**src/rtl/v3mu_pkg.sv**
```systemverilog
// ----------------------------------------------------------------------------
// v3mu_pkg: shared types and constants for the vector math unit
// Opcodes, field widths and the payload that moves along the root cell chain.
// ----------------------------------------------------------------------------
`default_nettype none

package v3mu_pkg;

   localparam int COMP_W  = 16;   // Q4.12 input component
   localparam int RES_W   = 33;   // result component
   localparam int LSQ_W   = 32;   // squared length
   localparam int ROOT_W  = 17;   // root / quotient bits, one per cell
   localparam int ACC_W   = 66;   // running square and compare width
   localparam int LANES   = 4;    // lane 0 length, lanes 1..3 normalize

   typedef enum logic [2:0] {
      OP_DOT   = 3'd0,
      OP_CROSS = 3'd1,
      OP_LSQ   = 3'd2,
      OP_LEN   = 3'd3,
      OP_NORM  = 3'd4
   } op_type;

   // one request in flight through the cell chain
   typedef struct packed {
      logic                                  valid;
      logic [2:0]                            op;
      logic signed [RES_W-1:0]               sc_x;
      logic signed [RES_W-1:0]               sc_y;
      logic signed [RES_W-1:0]               sc_z;
      logic [LSQ_W-1:0]                      lsq;
      logic [2:0]                            neg;
      logic [2:0][ACC_W-1:0]                 num;
      logic [LANES-1:0][ACC_W-1:0]           sq;
      logic [LANES-1:0][ACC_W-1:0]           lin;
      logic [LANES-1:0][ROOT_W-1:0]          q;
   } cell_type;

endpackage

`default_nettype wire

```
**src/rtl/v3mu_cell.sv**
```systemverilog
// ----------------------------------------------------------------------------
// v3mu_cell: one bit of the root / quotient search
// Each lane tries to set bit BIT of q under the test q^2 * m <= target, with
// q^2*m and q*m kept as running sums so the trial is two shifts and adds.
// Lane 0: m = 1, target = |A|^2 (floor root). Lanes 1..3: m = |A|^2,
// target = a_i^2 * 2^24 (normalized magnitude).
// ----------------------------------------------------------------------------
`default_nettype none

module v3mu_cell import v3mu_pkg::*; #(
   parameter int BIT = 0
) (
   input  wire logic clock,
   input  wire logic reset,
   input  wire logic en,
   input  cell_type  cell_in,
   output cell_type  cell_out
);

   cell_type         cell_ff;
   cell_type         nxt_in;
   logic [ACC_W-1:0] m;
   logic [ACC_W-1:0] tgt;
   logic [ACC_W-1:0] cand;

   // trial per lane
   always_comb begin
      nxt_in = cell_in;
      m      = '0;
      tgt    = '0;
      cand   = '0;
      for (int l = 0; l < LANES; l++) begin
         if (l == 0) begin
            m   = ACC_W'(1);
            tgt = ACC_W'(cell_in.lsq);
         end else begin
            m   = ACC_W'(cell_in.lsq);
            tgt = cell_in.num[l-1];
         end
         cand = cell_in.sq[l] + (cell_in.lin[l] << (BIT + 1)) + (m << (2 * BIT));
         if (cand <= tgt) begin
            nxt_in.sq[l]  = cand;
            nxt_in.lin[l] = cell_in.lin[l] + (m << BIT);
            nxt_in.q[l]   = cell_in.q[l] | (ROOT_W'(1) << BIT);
         end
      end
   end

   always_ff @(posedge clock) begin
      if (reset) begin
         cell_ff.valid <= 1'b0;
      end else if (en) begin
         cell_ff.valid <= nxt_in.valid;
      end
      if (en) begin
         cell_ff[$bits(cell_type)-2:0] <= nxt_in[$bits(cell_type)-2:0];
      end
   end

   assign cell_out = cell_ff;

endmodule

`default_nettype wire

```
**config.mk**
```make
export PLATFORM = sky130hd
export DESIGN_NAME = v3mu_cell
export DESIGN_NICKNAME = d
export VERILOG_FILES = /design/src/rtl/v3mu_pkg.sv /design/src/rtl/v3mu_cell.sv
export SDC_FILE = /design/constraint.sdc
export NUM_CORES = 2
export LEC_CHECK = 0
export ABC_AREA = 1
export BUFFER_PORTS_ARGS = -buffer_cell sky130_fd_sc_hd__buf_2
export CAP_MARGIN = 20
export CORE_AREA = 3 3 728 730
export CTS_BUF_LIST = sky130_fd_sc_hd__clkbuf_8 sky130_fd_sc_hd__clkbuf_16
export DETAILED_ROUTE_END_ITERATION = 8
export DIE_AREA = 0 0 731 733
export GPL_TIMING_DRIVEN = 1
export PLACE_DENSITY = 0.3
export SKIP_LAST_GASP = 1
export SLEW_MARGIN = 10
export SYNTH_ARGS = -nofsm -noshare
export SYNTH_HDL_FRONTEND = slang
export SYNTH_SLANG_ARGS = --single-unit
```
**constraint.sdc**
```tcl
create_clock -name clock -period 8.5 [get_ports clock]
set_input_delay 1.275 -clock clock [delete_from_list [all_inputs] [get_ports clock]]
set_output_delay 1.275 -clock clock [all_outputs]
set_load 0.02 [all_outputs]
```
Word-level counts from Yosys, hierarchy flattened
Index checks and enable logic that the tools add are counted. W data, S select, Z words.

Register bits after elaboration: 932. Latch bits: 0. Bits in writable memories: 0. Bits in read-only memories: 0. Input bits: 935. Output and inout port bits: 932. Logic and storage cells: 50. Memories: 0.

Add/subtract/negate cells: 12. $mul: 0. Divide/modulo/power cells: 0. Order comparisons: 4. Equal/unequal tests: 0. Shift operators: 0. Multiplexer cells: 8. Bitwise logic cells: 0. Reduce and logical (&&, ||, !) cells: 0.

Operator list (number): $mux W66 (8); $add A66 B32 Y66 (6); $add A66 B66 Y66 (4); $le A66 B66 Y1 (3); $add A66 B1 Y66 const B (2); $le A66 B32 Y1 (1).

Logic depth before layout (Yosys ltp)
Depth in word-level cells: 4. Mapped depth: 32. Depth with buffers taken out: 31.

Worst setup path after synthesis
OpenSTA, ideal clock, no wires.

Path type: input port to flip-flop. Start: input port cell_in[266] (netlist name). End: register cell_ff (netlist bit cell_out[267]), data pin. Setup time: 0.265 ns. Data arrival time: 5.692 ns. Required time: 8.235 ns. Slack: 2.543 ns. Stages: 28. Buffers on the path: 2. Cells stage by stage: fa_1 -> ha_1 -> inv_1 -> fa_1 -> nand3b_1 -> nand2_1 -> nand2_1 -> nand2_1 -> a21o_1 -> nand2_1 -> nand2_1 -> a21boi_0 -> o21ai_0 -> nand3_1 -> nand3_1 -> nand2_1 -> ha_1 -> nand4_1 -> nor2_1 -> nand3_1 -> nor4b_1 -> nand2_1 -> nand2_1 -> nand2_1 -> inv_1 -> clkbuf_1 -> clkbuf_1 -> o21ai_0.

RTL lines: from (decl) (RTL line v3mu_cell.sv:16) `input cell_type cell_in,`; to (signal, indexed assignment) (RTL line v3mu_cell.sv:56) `cell_ff[$bits(cell_type)-2:0] <= nxt_in[$bits(cell_type)-2:0];`; to (decl) (RTL line v3mu_cell.sv:20) `cell_type cell_ff;`.

==> flow_metrics.tcl <==
set metrics [dict create \
    ys_types 57 \
    grt_pass1_wl_mm 754 \
    port_buffers 1866 \
    first_pass_iters 6 \
    reg2reg_to "cell_out[931]$_SDFFE_PP0P_" \
    status "finished clean" \
    gp_congestion 0.954 \
    die_x_um 731 \
    vias 76200 \
    worstMarginPinSlew_ns 1.27 \
    final_common_cell "nand2_1" \
    worstReg2RegStart "cell_out[931]$_SDFFE_PP0P_" \
    syn_nets 11200 \
    grt_max_degree 119 \
    maxSlewViolCount 0 \
    fillers 60000 \
    final_cell_mix "nand2_1, buf_2, inv_1" \
    tns_ns 0 \
    start_util_pct 14.1 \
    fin_crit_sh_pct 91.4 \
    clk_root_buffer_cell "clkbuf_16" \
    clk_path_buf_depth 4 \
    antenna_found_initial 249 \
    clock_latency_ns 0.85 \
    dieArea_mm2 0.536 \
    cts.sinks 932 \
    regArea_mm2 0.0280 \
    reg2regPathDepth 2 \
    slowest_stage "a21oi_1" \
    drv_cap 0 \
    fin_crit_ns 7.77 \
    hold_start "cell_out[931]$_SDFFE_PP0P_" \
    grt_usage_pct 21.1 \
    cts.htree.levels 4 \
    dp_hpwl_mm 513 \
    drive_above_1_share_pct 19.6 \
    dieHeight_um 733 \
    cts_setup_buffers 0 \
    arrival_ns 8.47 \
    maxSlewHeadroom_pct 14.3 \
    cpMostUsedCell "nand2_1" \
    area_delta_synth_final_pct 32.3 \
    power_density_mw_per_mm2 230 \
    cts_buffers 143 \
    finalNetCount 13200 \
    path_class "in2reg" \
    ant_nets 0 \
    worstPathRequired_ns 9.21 \
    skew_ns 0 \
    top_level_ports 1867 \
    cts_tree "built" \
    rsz0062_at_grt "false" \
    synth-edff-count 931 \
    route.detailed.drc 0 \
    cpPeakStageDelay_ns 0.55 \
    grt-ovfl-total 0 \
    hold-path-cell-count 2 \
    synth-main-ff-cell "edfxtp_1" \
    finalSetupViolCount 0 \
    cts_resized 0 \
    rrSetupSlack_ns 7.92 \
    clkTransAtPathRegs_ns 0.06 \
    syn-instance-count 9462 \
    synthArstFlopShare_pct 0 \
    path_max_fanout 32 \
    vias_per_cell 4.09 \
    min_to "cell_out[931]$_SDFFE_PP0P_" \
    avgSynthCellArea_um2 7.80 \
    grt_pass1_vias 77000 \
    multi_input_area_mm2 0.0400 \
    holdBufCountCts 0 \
    rows 266 \
    wire_per_inst_um 31.7 \
    clock.fmax_mhz 129 \
    ys_ff_latch 932 \
    critPathCaptureType "flip-flop" \
    syn_area_mm2 0.0738 \
    core_mm2 0.524 \
    vdd_drop_max_mv 0.128 \
    final_core_util_pct 18.6 \
    startpoint_type "input port" \
    cellLeakagePower_nw 44.2 \
    largest_reg_flops 932 \
    finalHoldViolCount 0 \
    hp-class "reg2reg" \
    synth_warnings 0 \
    drt_iter0_markers 6048 \
    wl_mm 590 \
    synth-seq-area-share_pct 37.9 \
]
[worst max path at each step]
stage | startpoint | to | depth (start not counted)
after floorplan | cell_in[266] | cell_out[267]$_DFFE_PP_ | 28
after global placement | cell_in[798] | cell_out[510]$_DFFE_PP_ | 26
after detailed placement | cell_in[798] | cell_out[510]$_DFFE_PP_ | 26
after CTS | cell_in[798] | cell_out[510]$_DFFE_PP_ | 26
after global routing | cell_in[798] | cell_out[510]$_DFFE_PP_ | 26
final | cell_in[798] | cell_out[510]$_DFFE_PP_ | 26
[cells in the mapped netlist, drive strengths merged (5+ instances only)]
cell,count,area (µm²)
xnor2,143,1250
fa,100,2000
and3,8,50.1
o21ai,492,2460
ha,685,8570
nor3,137,691
nand4,203,1270
a2111oi,5,43.8
a21o,24,180
nand3b,20,150
nor2,962,3630
nor4,67,419
edfxtp,931,28000
a21oi,618,3090
o2111ai,5,43.8
buf,31,208
inv,1400,5260
a31oi,70,438
o211ai,33,248
o21bai,45,338
o21a,41,308
xor2,310,2720
a21boi,29,218
a221oi,6,52.6
nand2,2655,9970
a211oi,9,67.6
nand3,287,1440
or2,9,56.3
o31ai,6,45.0
clkbuf,96,360
[metal layers]
metal / GRT usage, % / part of all wire (%) / up-vias
met5: 0 / 0.15 / -
met4: 7.52 / 4.2 / 138
met3: 4.94 / 6.8 / 689
met1: 25.5 / 41 / 37000
li1: - / - / 35600
met2: 36.3 / 48 / 2825
[area by class of cell]
| type | count | area share, % |
|---|---|---|
| Multi-Input combinational cell | 6999 | 41.0 |
| Antenna cell | 82 | 0.210 |
| Timing Repair Buffer | 1999 | 10.9 |
| Clock inverter | 107 | 1.21 |
| Sequential cell | 932 | 28.6 |
| Inverter | 1404 | 5.41 |
| Tap cell | 6968 | 8.93 |
| Clock buffer | 143 | 3.66 |
[per-stage QoR]
step	hold WS, ns	power (mW)	std cells	worst slack (ns)	instance area (µm²)
2_1_floorplan	0.579	11.2	9462	2.54	73800
3_3_place_gp	0.481	16.4	18300	-0.00422	92700
3_5_place_dp	0.491	16.3	18300	-0.0513	92700
4_1_cts	0.456	22.9	18600	0.940	97500
5_1_grt	0.494	23.7	18600	0.418	97500
6_report	0.502	22.5	18600	0.732	97700
[worst max-delay path, delay by kind of cell]
family	cells	cell delay, ns
AOI/OAI and AO/OA	5	1.93
and+or+nand+nor	11	1.76
adders and majority gates	4	1.51
xor gates and xnor gates	1	0.28
buffers and inverters	5	1.65
[power breakdown]
| group | switching (mW) | total [mW] | internal [mW] |
|---|---|---|---|
| Sequential | 0.616 | 6.70 | 6.09 |
| Combinational | 6.82 | 9.42 | 2.60 |
| Clock | 2.67 | 6.36 | 3.69 |
| Total | 10.1 | 22.5 | 12.4 |
[logic make-up after synthesis]
logic type | synth area share, %
AOI/OAI and AO/OA | 10.4
xor gates and xnor gates | 5.37
adders and majority gates | 14.3
buffers and inverters | 7.91
DFF | 37.9
muxes | 0.0136
and+or+nand+nor | 24.1
No activity file was read; power rests on OpenSTA's default activity.
